[src/sv/qgdt_pkg.sv]
// Shared types and constants for the quality gated detection table.
package qgdt_pkg;
  localparam int Entries = 32;
  localparam int IdxW = $clog2(Entries);
  localparam int CntW = $clog2(Entries + 1);
  localparam int CfgIdxW = 3;

  localparam logic [2:0] KindQueued = 3'd0;
  localparam logic [2:0] KindSkipped = 3'd1;
  localparam logic [2:0] KindFull = 3'd2;
  localparam logic [2:0] KindSent = 3'd3;
  localparam logic [2:0] KindTickDone = 3'd4;
  localparam logic [2:0] KindDisabled = 3'd5;

  localparam logic [CfgIdxW-1:0] RegEnabled = 3'd0;
  localparam logic [CfgIdxW-1:0] RegSendDelay = 3'd1;
  localparam logic [CfgIdxW-1:0] RegThreshold = 3'd2;
  localparam logic [CfgIdxW-1:0] RegCleanup = 3'd3;
  localparam logic [CfgIdxW-1:0] RegSentTtl = 3'd4;
  localparam logic [CfgIdxW-1:0] RegPendTtl = 3'd5;

  typedef struct packed {
    logic       cmd;
    logic [7:0] src_id;
    logic [63:0] obj_id;
    logic [15:0] quality;
    logic [31:0] now_ms;
  } in_item_t;

  typedef struct packed {
    logic [2:0] kind;
    logic [7:0] out_source_id;
    logic [63:0] out_object_id;
    logic [15:0] out_quality;
    logic       resend;
    logic [7:0] sent_cnt;
    logic [5:0] rm_sent;
    logic [5:0] rm_pend;
    logic [5:0] sent_in_tick;
    logic       is_last;
  } out_item_t;

  typedef struct packed {
    logic [CfgIdxW-1:0] index;
    logic [31:0]        data;
  } cfg_item_t;

  typedef enum logic [2:0] {
    StIdle, StSearch, StDetDone, StSweep, StSend, StEmit, StTickDone
  } state_e;

  typedef struct packed {
    logic load;
    logic scan_clear;
    logic scan_next;
    logic det_apply;
    logic sweep_apply;
    logic send_apply;
    logic out_det;
    logic out_sent;
    logic out_done;
    logic out_disabled;
  } cmd_t;

  typedef struct packed {
    logic is_tick;
    logic enabled;
    logic scan_last;
    logic cleanup_due;
    logic send_hit;
    logic out_busy;
  } status_t;
endpackage

[src/sv/qgdt_ctrl.sv]
// Controller state machine for the detection table.
module qgdt_ctrl (
  input  logic              clk_i,
  input  logic              rst_ni,
  input  logic              in_valid_i,
  output logic              in_ready_o,
  input  qgdt_pkg::status_t st_i,
  output qgdt_pkg::cmd_t    cmd_o
);
  import qgdt_pkg::*;

  state_e state_q, state_d;

  always_ff @(posedge clk_i or negedge rst_ni) begin
    if (!rst_ni) begin
      state_q <= StIdle;
    end else begin
      state_q <= state_d;
    end
  end

  always_comb begin
    state_d = state_q;
    case (state_q)
      StIdle: begin
        if (in_valid_i) begin
          state_d = StSearch;
        end
      end
      StSearch: begin
        if (!st_i.enabled) begin
          if (!st_i.out_busy) begin
            state_d = StIdle;
          end
        end else if (st_i.is_tick) begin
          state_d = st_i.cleanup_due ? StSweep : StSend;
        end else if (st_i.scan_last) begin
          state_d = StDetDone;
        end
      end
      StDetDone: begin
        if (!st_i.out_busy) begin
          state_d = StIdle;
        end
      end
      StSweep: begin
        if (st_i.scan_last) begin
          state_d = StSend;
        end
      end
      StSend: begin
        if (st_i.send_hit) begin
          state_d = StEmit;
        end else if (st_i.scan_last) begin
          state_d = StTickDone;
        end
      end
      StEmit: begin
        if (!st_i.out_busy) begin
          state_d = st_i.scan_last ? StTickDone : StSend;
        end
      end
      StTickDone: begin
        if (!st_i.out_busy) begin
          state_d = StIdle;
        end
      end
      default: state_d = StIdle;
    endcase
  end

  always_comb begin
    cmd_o = '0;
    in_ready_o = 1'b0;
    case (state_q)
      StIdle: begin
        in_ready_o = 1'b1;
        cmd_o.load = in_valid_i;
        cmd_o.scan_clear = 1'b1;
      end
      StSearch: begin
        if (!st_i.enabled) begin
          cmd_o.out_disabled = !st_i.out_busy;
        end else if (st_i.is_tick) begin
          cmd_o.scan_clear = 1'b1;
        end else begin
          cmd_o.scan_next = 1'b1;
        end
      end
      StDetDone: begin
        if (!st_i.out_busy) begin
          cmd_o.det_apply = 1'b1;
          cmd_o.out_det = 1'b1;
        end
      end
      StSweep: begin
        cmd_o.sweep_apply = 1'b1;
        cmd_o.scan_next = 1'b1;
        cmd_o.scan_clear = st_i.scan_last;
      end
      StSend: begin
        if (!st_i.send_hit) begin
          cmd_o.scan_next = 1'b1;
        end
      end
      StEmit: begin
        if (!st_i.out_busy) begin
          cmd_o.send_apply = 1'b1;
          cmd_o.out_sent = 1'b1;
          cmd_o.scan_next = 1'b1;
        end
      end
      StTickDone: begin
        cmd_o.out_done = !st_i.out_busy;
      end
      default: cmd_o = '0;
    endcase
  end
endmodule

[config.mk]
export PLATFORM = sky130hd
export DESIGN_NAME = qgdt_ctrl
export DESIGN_NICKNAME = d
export VERILOG_FILES = /design/src/sv/qgdt_pkg.sv /design/src/sv/qgdt_ctrl.sv
export SDC_FILE = /design/constraint.sdc
export NUM_CORES = 1
export LEC_CHECK = 0
export ABC_AREA = 0
export BUFFER_PORTS_ARGS = -buffer_cell sky130_fd_sc_hd__buf_4
export CORE_AREA = 2 2 39 41
export DETAILED_ROUTE_END_ITERATION = 8
export DIE_AREA = 0 0 41 43
export RECOVER_POWER = 100
export REMOVE_ABC_BUFFERS = 1
export SLEW_MARGIN = 20
export SYNTH_ARGS = -nofsm -noshare
export SYNTH_HDL_FRONTEND = slang
export SYNTH_SLANG_ARGS = --single-unit
[constraint.sdc]
create_clock -name clk_i -period 1 [get_ports clk_i]
set_input_delay 0.05 -clock clk_i [delete_from_list [all_inputs] [get_ports clk_i]]
set_output_delay 0.05 -clock clk_i [all_outputs]
set_load 0.01 [all_outputs]
==> flow_summary.rst, run 1 <==
.. list-table::
   :header-rows: 1

   * - Metric
     - Value
   * - Yosys reg bits
     - 3
   * - Number of cells traversed by the worst hold path
     - 3
   * - Proportion of power drawn by the clock network
     - a little over a tenth
   * - Reported max-cap violation count
     - 0
   * - Filler-free cell count of the finished design
     - 108
   * - Share of the clock period used by the worst path
     - 137%
   * - CTS H-Tree Depth
     - 1
   * - Storage element area
     - 76.3 um2
   * - Smallest hold slack
     - between 0.1 and 0.15 ns
   * - Overall power consumption
     - 2.10 mW
   * - Via count of the first global-routing pass
     - 474
   * - Overall die width
     - about 40 um
   * - Total power divided by cell area
     - 2610 mW/mm2
   * - Count of input and output buffers
     - 19
   * - Yosys warnings
     - 0
   * - First-pass GRT wire length
     - 2130 um
   * - Count of final setup violators
     - 14
   * - Count of nets after finishing
     - 102
   * - Final global-route overflow total
     - 0
   * - Slew Limit Headroom
     - 85.6%
   * - Design Area, Final
     - about 800 um2
   * - Antenna viol nets, final
     - 0
   * - Largest regs
     - state_q (3)
   * - Top FF cell, synth
     - sky130_fd_sc_hd__dfrtp_1
   * - Area inside the core boundary
     - 0.00138 mm2
   * - Most area-hungry cell type in the Yosys netlist
     - sky130_fd_sc_hd__dfrtp_1
   * - Final min period
     - around 1.4 ns
   * - Count of clock tree sinks
     - 3
   * - Post-synthesis cell count
     - 52
   * - Area share of the leading cell type in the synthesized netlist
     - 18.8%
   * - Slew Viols, Final
     - 0
   * - Setup repair after global routing missed its margin
     - yes
   * - Area contributors post-synth
     - sky130_fd_sc_hd__dfrtp_1, sky130_fd_sc_hd__buf_4, sky130_fd_sc_hd__mux2i_1, sky130_fd_sc_hd__nand2b_1, sky130_fd_sc_hd__a211oi_1
   * - Starting Density
     - about 29%
   * - CTS root buf
     - sky130_fd_sc_hd__clkbuf_4
   * - Number of optimization iterations in the first detailed-route pass
     - 4
   * - Crit-path max FO
     - 5
   * - Number of inserted diodes
     - 0
   * - Largest net degree at the start of global routing
     - 8
   * - Count of pins on the block boundary
     - 20
   * - Top library cells by usage in the layout, fill and taps aside
     - sky130_fd_sc_hd__buf_4, sky130_fd_sc_hd__buf_6, sky130_fd_sc_hd__nand2_1
   * - Post-synth EDFFs
     - 0
   * - Flip-flop count of the largest register after layout
     - 3
   * - Classification of the worst setup path
     - flip-flop to output port
   * - Maximum VDD drop
     - 1.02 mV
   * - Total placed cells including tap cells
     - 95
   * - GR Util All Layers
     - 17.8%
   * - Fraction of final layout cells with drive strength greater than 1
     - 63.0%
   * - Detailed placement HPWL
     - 885 um
   * - Worst r2r path cells
     - 6
   * - Top achievable clock speed
     - between 700 and 800 MHz
   * - Number of antenna violations at the first check in global routing
     - 0
   * - Final worst-path setup slack
     - -0.370 ns
   * - Average cell area after synthesis
     - 7.68 um2
   * - Area of the multi-input gates
     - approximately 330 um2
   * - Post-detailed-route wirelength per cell
     - 12.9 um
   * - Floorplan die area
     - 0.00176 mm2
   * - Number of hold violations in the final report
     - 0
   * - Leakage power
     - 0.396 nW
   * - Fraction of registers with async set/reset
     - 100%
   * - Count of standard-cell rows
     - 14
   * - Summed instance area of the synthesized netlist
     - around 400 um2
   * - Post-synthesis cell type count
     - 33
   * - Sequential area share after synthesis
     - about a fifth
   * - CP Capture Type
     - output port
   * - Max Buffers Root-to-Sink
     - 2
   * - Part of the power in combinational logic
     - 77.5%
   * - Crit start category
     - flip-flop
   * - Most flops, register
     - state_q
   * - Internal Power
     - 1.27 mW
   * - Fraction of power spent switching nets
     - between 30% and 40%
   * - Clock tree skew after final layout
     - 0.00171 ns
   * - Net switching component of the power
     - 828 uW
   * - Clock latency at the later pin of the worst-skew pair
     - 0.24 ns
   * - Clock-pin slew on the worst setup and hold paths
     - around 0.04 ns
   * - Run status
     - finished with violations
   * - Number of buffers inserted during clock tree synthesis
     - 3
   * - Drt initial violations
     - 18
   * - Avg Vias per Cell
     - 5.10
   * - Total detailed-routing wirelength
     - 1390 um
   * - GPL Wtd Cong
     - 0.805
   * - Sequential group share of total power
     - 12.1%
   * - Die height
     - approximately 43 um
   * - Violated checks
     - negative setup slack
   * - Req. time, crit path
     - around 0.95 ns
   * - Filler Cells Inserted
     - 119
   * - Arr. time, crit path
     - 1.32 ns
   * - Placed inst area
     - 624 um2
   * - Growth of design area from synthesis to finish
     - 102%
   * - DRC violations left
     - 0
   * - TritonCTS clock tree
     - built
   * - Final standard cell utilization of the core
     - 58.1%
   * - Worst Max-Slew Pin Slew
     - 0.210 ns
   * - Kind of path behind the tightest hold check
     - input port to flip-flop
   * - Most frequent standard cell in the layout excluding fill and tap cells
     - sky130_fd_sc_hd__buf_4
   * - Total vias in the final route
     - about 550
[per-stage QoR]
| step | TNS [ns] | setup slack, ns |
|---|---|---|
| floorplan | -1.25 | -0.336 |
| global placement | -1.36 | -0.177 |
| detailed placement | -1.37 | -0.205 |
| CTS | -3.75 | -0.329 |
| global route | -4.69 | -0.411 |
| finish | -3.90 | -0.370 |
[logic make-up (layout without fill, tap and decap cells)]
logic type      count (synthesis)  after routing  share of synthesized area [%]
buf+inv                         8             48                           11.6
compound gates                 15             15                           28.8
simple gates                   24             24                           35.7
mux                             2              2                           5.02
flops                           3              3                           18.8
[synthesized netlist by cell type, types with 2 or more instances]
cell / instances
sky130_fd_sc_hd__inv_1: 2
sky130_fd_sc_hd__a211oi_1: 2
sky130_fd_sc_hd__nor2_1: 4
sky130_fd_sc_hd__dfrtp_1: 3
sky130_fd_sc_hd__a21oi_1: 2
sky130_fd_sc_hd__nand2_1: 4
sky130_fd_sc_hd__nand2b_1: 3
sky130_fd_sc_hd__mux2i_1: 2
sky130_fd_sc_hd__buf_4: 4
sky130_fd_sc_hd__nor3_1: 2
sky130_fd_sc_hd__o21ai_0: 2
[per-layer routing]
layer	global-route usage, %	routed length [um]	vias up
li1	-	-	270
met1	24.8	607	256
met2	26.3	671	23
met3	5.24	102	2
met4	4.00	10	0
met5	0	0	-
[what timing repair did]
item,CTS,global route
hold buffers,1,0
pin swaps,7,4
buffers inserted,5,2
gates cloned,1,0
hold endpoints to repair,3,0
resized for setup,17,4
endpoints found under the setup margin,14,14
[final timing paths]
| check | start | slack, ns | to |
|---|---|---|---|
| setup / recovery | state_q[0] | -0.37 | cmd_o[7] |
| max in group asynchronous | rst_ni | 0.67 | state_q[1] |
| min in group asynchronous | rst_ni | 0.16 | state_q[0] |
| hold / removal | st_i[2] | 0.11 | state_q[2] |
| setup reg to reg | state_q[0] | -0.26 | state_q[2] |
| hold reg to reg | state_q[1] | 0.69 | state_q[1] |
[worst max-delay path, cell delays in order, from the launching register on]
cell	delay (ns)
sky130_fd_sc_hd__dfrtp_1	0.38
sky130_fd_sc_hd__buf_6	0.14
sky130_fd_sc_hd__mux2i_1	0.25
sky130_fd_sc_hd__a32o_2	0.21
sky130_fd_sc_hd__buf_6	0.10
[power by group through the flow]
stage / Clock, mW / Sequential, mW / Combinational [mW]
4_1_cts: 0.227 / 0.250 / 1.51
6_report: 0.218 / 0.255 / 1.63
3_3_place_gp: 0 / 0.233 / 1.18
3_5_place_dp: 0 / 0.235 / 1.18
5_1_grt: 0.232 / 0.259 / 1.76
2_1_floorplan: 0 / 0.311 / 0.491
[cell type report]
class                      count  share of cell area [%]
inverter                       3                    1.40
tap                           16                    2.49
clock buffer                   4                    3.27
sequential                     3                    9.49
timing repair buffer          41                    42.0
multi-input combinational     41                    41.4
Note: power is estimated with default switching activity, not from simulation.
==> run 2, diff against run 1 <==
Settings changed: ABC_CLOCK_PERIOD_IN_PS set to 1000, PLACE_DENSITY_LB_ADDON set to 0.15.
==> flow_summary.rst, run 2 (synthesized netlist as in run 1, its figures left out) <==
.. list-table::
   :header-rows: 1

   * - Metric
     - Value
   * - Overall power consumption
     - 2.09 mW (-0.52%)
   * - Kind of path behind the tightest hold check
     - input port to flip-flop
   * - TritonCTS clock tree
     - built
   * - Filler Cells Inserted
     - 132 (+11%)
   * - Final min period
     - 1.34 ns (-0.0254 ns)
   * - Buffer and inverter count on the worst path
     - 2 (unchanged)
   * - Slowest cell on the critical path
     - sky130_fd_sc_hd__dfrtp_2
   * - Reported max-cap violation count
     - 0 (unchanged)
   * - Count of pins on the block boundary
     - 20 (unchanged)
   * - Leakage power
     - 0.368 nW (-7.0%)
   * - Drt initial violations
     - 17 (-1)
   * - Maximum VDD drop
     - 1.33 mV (+30%)
   * - Count of nets after finishing
     - 97 (-4.9%)
   * - Arr. time, crit path
     - 1.29 ns (-0.03 ns)
   * - Number of optimization iterations in the first detailed-route pass
     - 5 (+1)
   * - Clock tree skew after final layout
     - 0.000456 ns (-0.00125 ns)
   * - Critical path cell sequence
     - nor2b_2 -> buf_4 -> a32o_1 -> buf_6
   * - Worst path max stage delay
     - 0.46 ns (+0.08 ns)
   * - Detailed placement HPWL
     - 949 um (+7.3%)
   * - Overall die width
     - 41 um (unchanged)
   * - Clock-pin slew on the worst setup and hold paths
     - 0.04 ns (about the same)
   * - Number of buffers inserted during clock tree synthesis
     - 3 (unchanged)
   * - Smallest hold slack
     - 0.143 ns (+0.0299 ns)
   * - Count of final setup violators
     - 14 (unchanged)
   * - Total detailed-routing wirelength
     - 1430 um (+2.5%)
   * - Avg Vias per Cell
     - 5.30 (+3.9%)
   * - Count of clock tree sinks
     - 3 (unchanged)
   * - CTS H-Tree Depth
     - 1 (unchanged)
   * - Die height
     - 43 um (unchanged)
   * - Area inside the core boundary
     - 0.00138 mm2 (unchanged)
   * - Max Buffers Root-to-Sink
     - 2 (unchanged)
   * - Violated checks
     - negative setup slack
   * - Number of inserted diodes
     - 0 (unchanged)
   * - Slew Viols, Final
     - 0 (unchanged)
   * - Slew Limit Headroom
     - 82.8% (-2.8 points)
   * - Number of hold violations in the final report
     - 0 (unchanged)
   * - Number of antenna violations at the first check in global routing
     - 0 (unchanged)
   * - Top Family by Delay on Critical Path
     - flip-flops
   * - Crit-path max FO
     - 5 (unchanged)
   * - Starting Density
     - 28.8% (unchanged)
   * - Final worst-path setup slack
     - -0.345 ns (+0.0254 ns)
   * - Count of input and output buffers
     - 19 (unchanged)
   * - Antenna viol nets, final
     - 0 (unchanged)
   * - Classification of the worst setup path
     - flip-flop to output port
   * - Fraction of final layout cells with drive strength greater than 1
     - 64.4% (+1.3 points)
   * - Total vias in the final route
     - 546 (-0.91%)
   * - Via count of the first global-routing pass
     - 525 (+11%)
   * - Total power divided by cell area
     - 2610 mW/mm2 (-0.21%)
   * - Req. time, crit path
     - 0.95 ns (about the same)
   * - Top achievable clock speed
     - 744 MHz (+1.9%)
   * - Floorplan die area
     - 0.00176 mm2 (unchanged)
   * - Setup repair after global routing missed its margin
     - yes
   * - Share of the clock period used by the worst path
     - 134% (-2.5 points)
   * - Final global-route overflow total
     - 0 (unchanged)
   * - Post-Route Setup TNS
     - -3.94 ns (-0.0376 ns)
   * - CTS root buf
     - sky130_fd_sc_hd__clkbuf_4
   * - GR Util All Layers
     - 17.8% (+0.029 points)
   * - Most flops, register
     - state_q
   * - Growth of design area from synthesis to finish
     - 101%
   * - Top library cells by usage in the layout, fill and taps aside
     - sky130_fd_sc_hd__buf_4, sky130_fd_sc_hd__buf_6, sky130_fd_sc_hd__nand2_1, sky130_fd_sc_hd__nor2_4, sky130_fd_sc_hd__clkbuf_4
   * - Post-detailed-route wirelength per cell
     - 13.9 um (+7.5%)
   * - Largest regs
     - state_q (3)
   * - GPL Wtd Cong
     - 0.751 (-6.7%)
   * - Run status
     - finished with violations
   * - CP Capture Type
     - output port
   * - Worst Max-Slew Pin Slew
     - 0.257 ns (+0.0472 ns)
   * - First-pass GRT wire length
     - 2240 um (+5.2%)
   * - Largest net degree at the start of global routing
     - 12 (+4)
   * - Most frequent standard cell in the layout excluding fill and tap cells
     - sky130_fd_sc_hd__buf_4
   * - Flip-flop count of the largest register after layout
     - 3 (unchanged)
   * - Clock latency at the later pin of the worst-skew pair
     - 0.23 ns (about the same)
   * - Crit start category
     - flip-flop
   * - Count of standard-cell rows
     - 14 (unchanged)
   * - Setup slack at placement
     - -0.273 ns (-0.0682 ns)
   * - DRC violations left
     - 0 (unchanged)
## run 2: changes by cell type in the layout (fill, tap and decap cells not counted), sizes merged
cell and delta:
buf -5
## run 2: timing repair
action / in CTS / in global routing
gates resized for setup: 15 / 15
buffers inserted: 0 / 2
cloned: 0 / 1
hold buffers: 1 / 0
endpoints found under the setup margin: 14 / 14
endpoints found under the hold margin: 3 / 0
pin swaps: 7 / 4
## run 2: power breakdown
group          switching, mW  internal, mW
Sequential             0.102         0.182
Clock                 0.0619         0.149
Combinational          0.705         0.890
Total                  0.869          1.22
## run 2: final cells by class
cell class,count,area [um2],area share [%]
well taps,16,20.0,2.50
multi-input cells,41,363,45.2
inverters,3,11.3,1.40
clock buffers,4,26.3,3.28
repair buffers,36,304,37.9
flip-flops and latches,3,77.6,9.67
## run 2: worst min-delay path, stage by stage
cell	delay, ns
sky130_fd_sc_hd__buf_4	0.09
sky130_fd_sc_hd__or3_1	0.12
sky130_fd_sc_hd__o21bai_1	0.07
## run 2: stage by stage
step / cells / instance area [um2] / util [%]
finish: 103 / 802 / 58.0
global route: 103 / 802 / 58.0
CTS: 100 / 716 / 51.7
detailed placement: 95 / 624 / 45.1
global placement: 95 / 624 / 45.1
floorplan: 47 / 364 / -
## run 2: worst paths after layout
| kind | from | slack, ns | cells after the start | end |
|---|---|---|---|---|
| max reg2reg | state_q[2] | -0.24 | 4 | state_q[1] |
| max in group asynchronous | rst_ni | 0.67 | 2 | state_q[1] |
| min reg2reg | state_q[1] | 0.69 | 2 | state_q[0] |
| max | state_q[2] | -0.34 | 4 | cmd_o[7] |
| min in group asynchronous | rst_ni | 0.16 | 2 | state_q[2] |
| min | st_i[2] | 0.14 | 3 | state_q[2] |
## run 2: layer usage
layer  vias to the layer above  GRT usage, %  share of wire (%)
li1                        257             -                  -
met1                       258          24.2                 43
met2                        31          28.7                 52
met3                         0          1.57                5.7
met4                         0          4.67                  0
met5                         -             0                  0
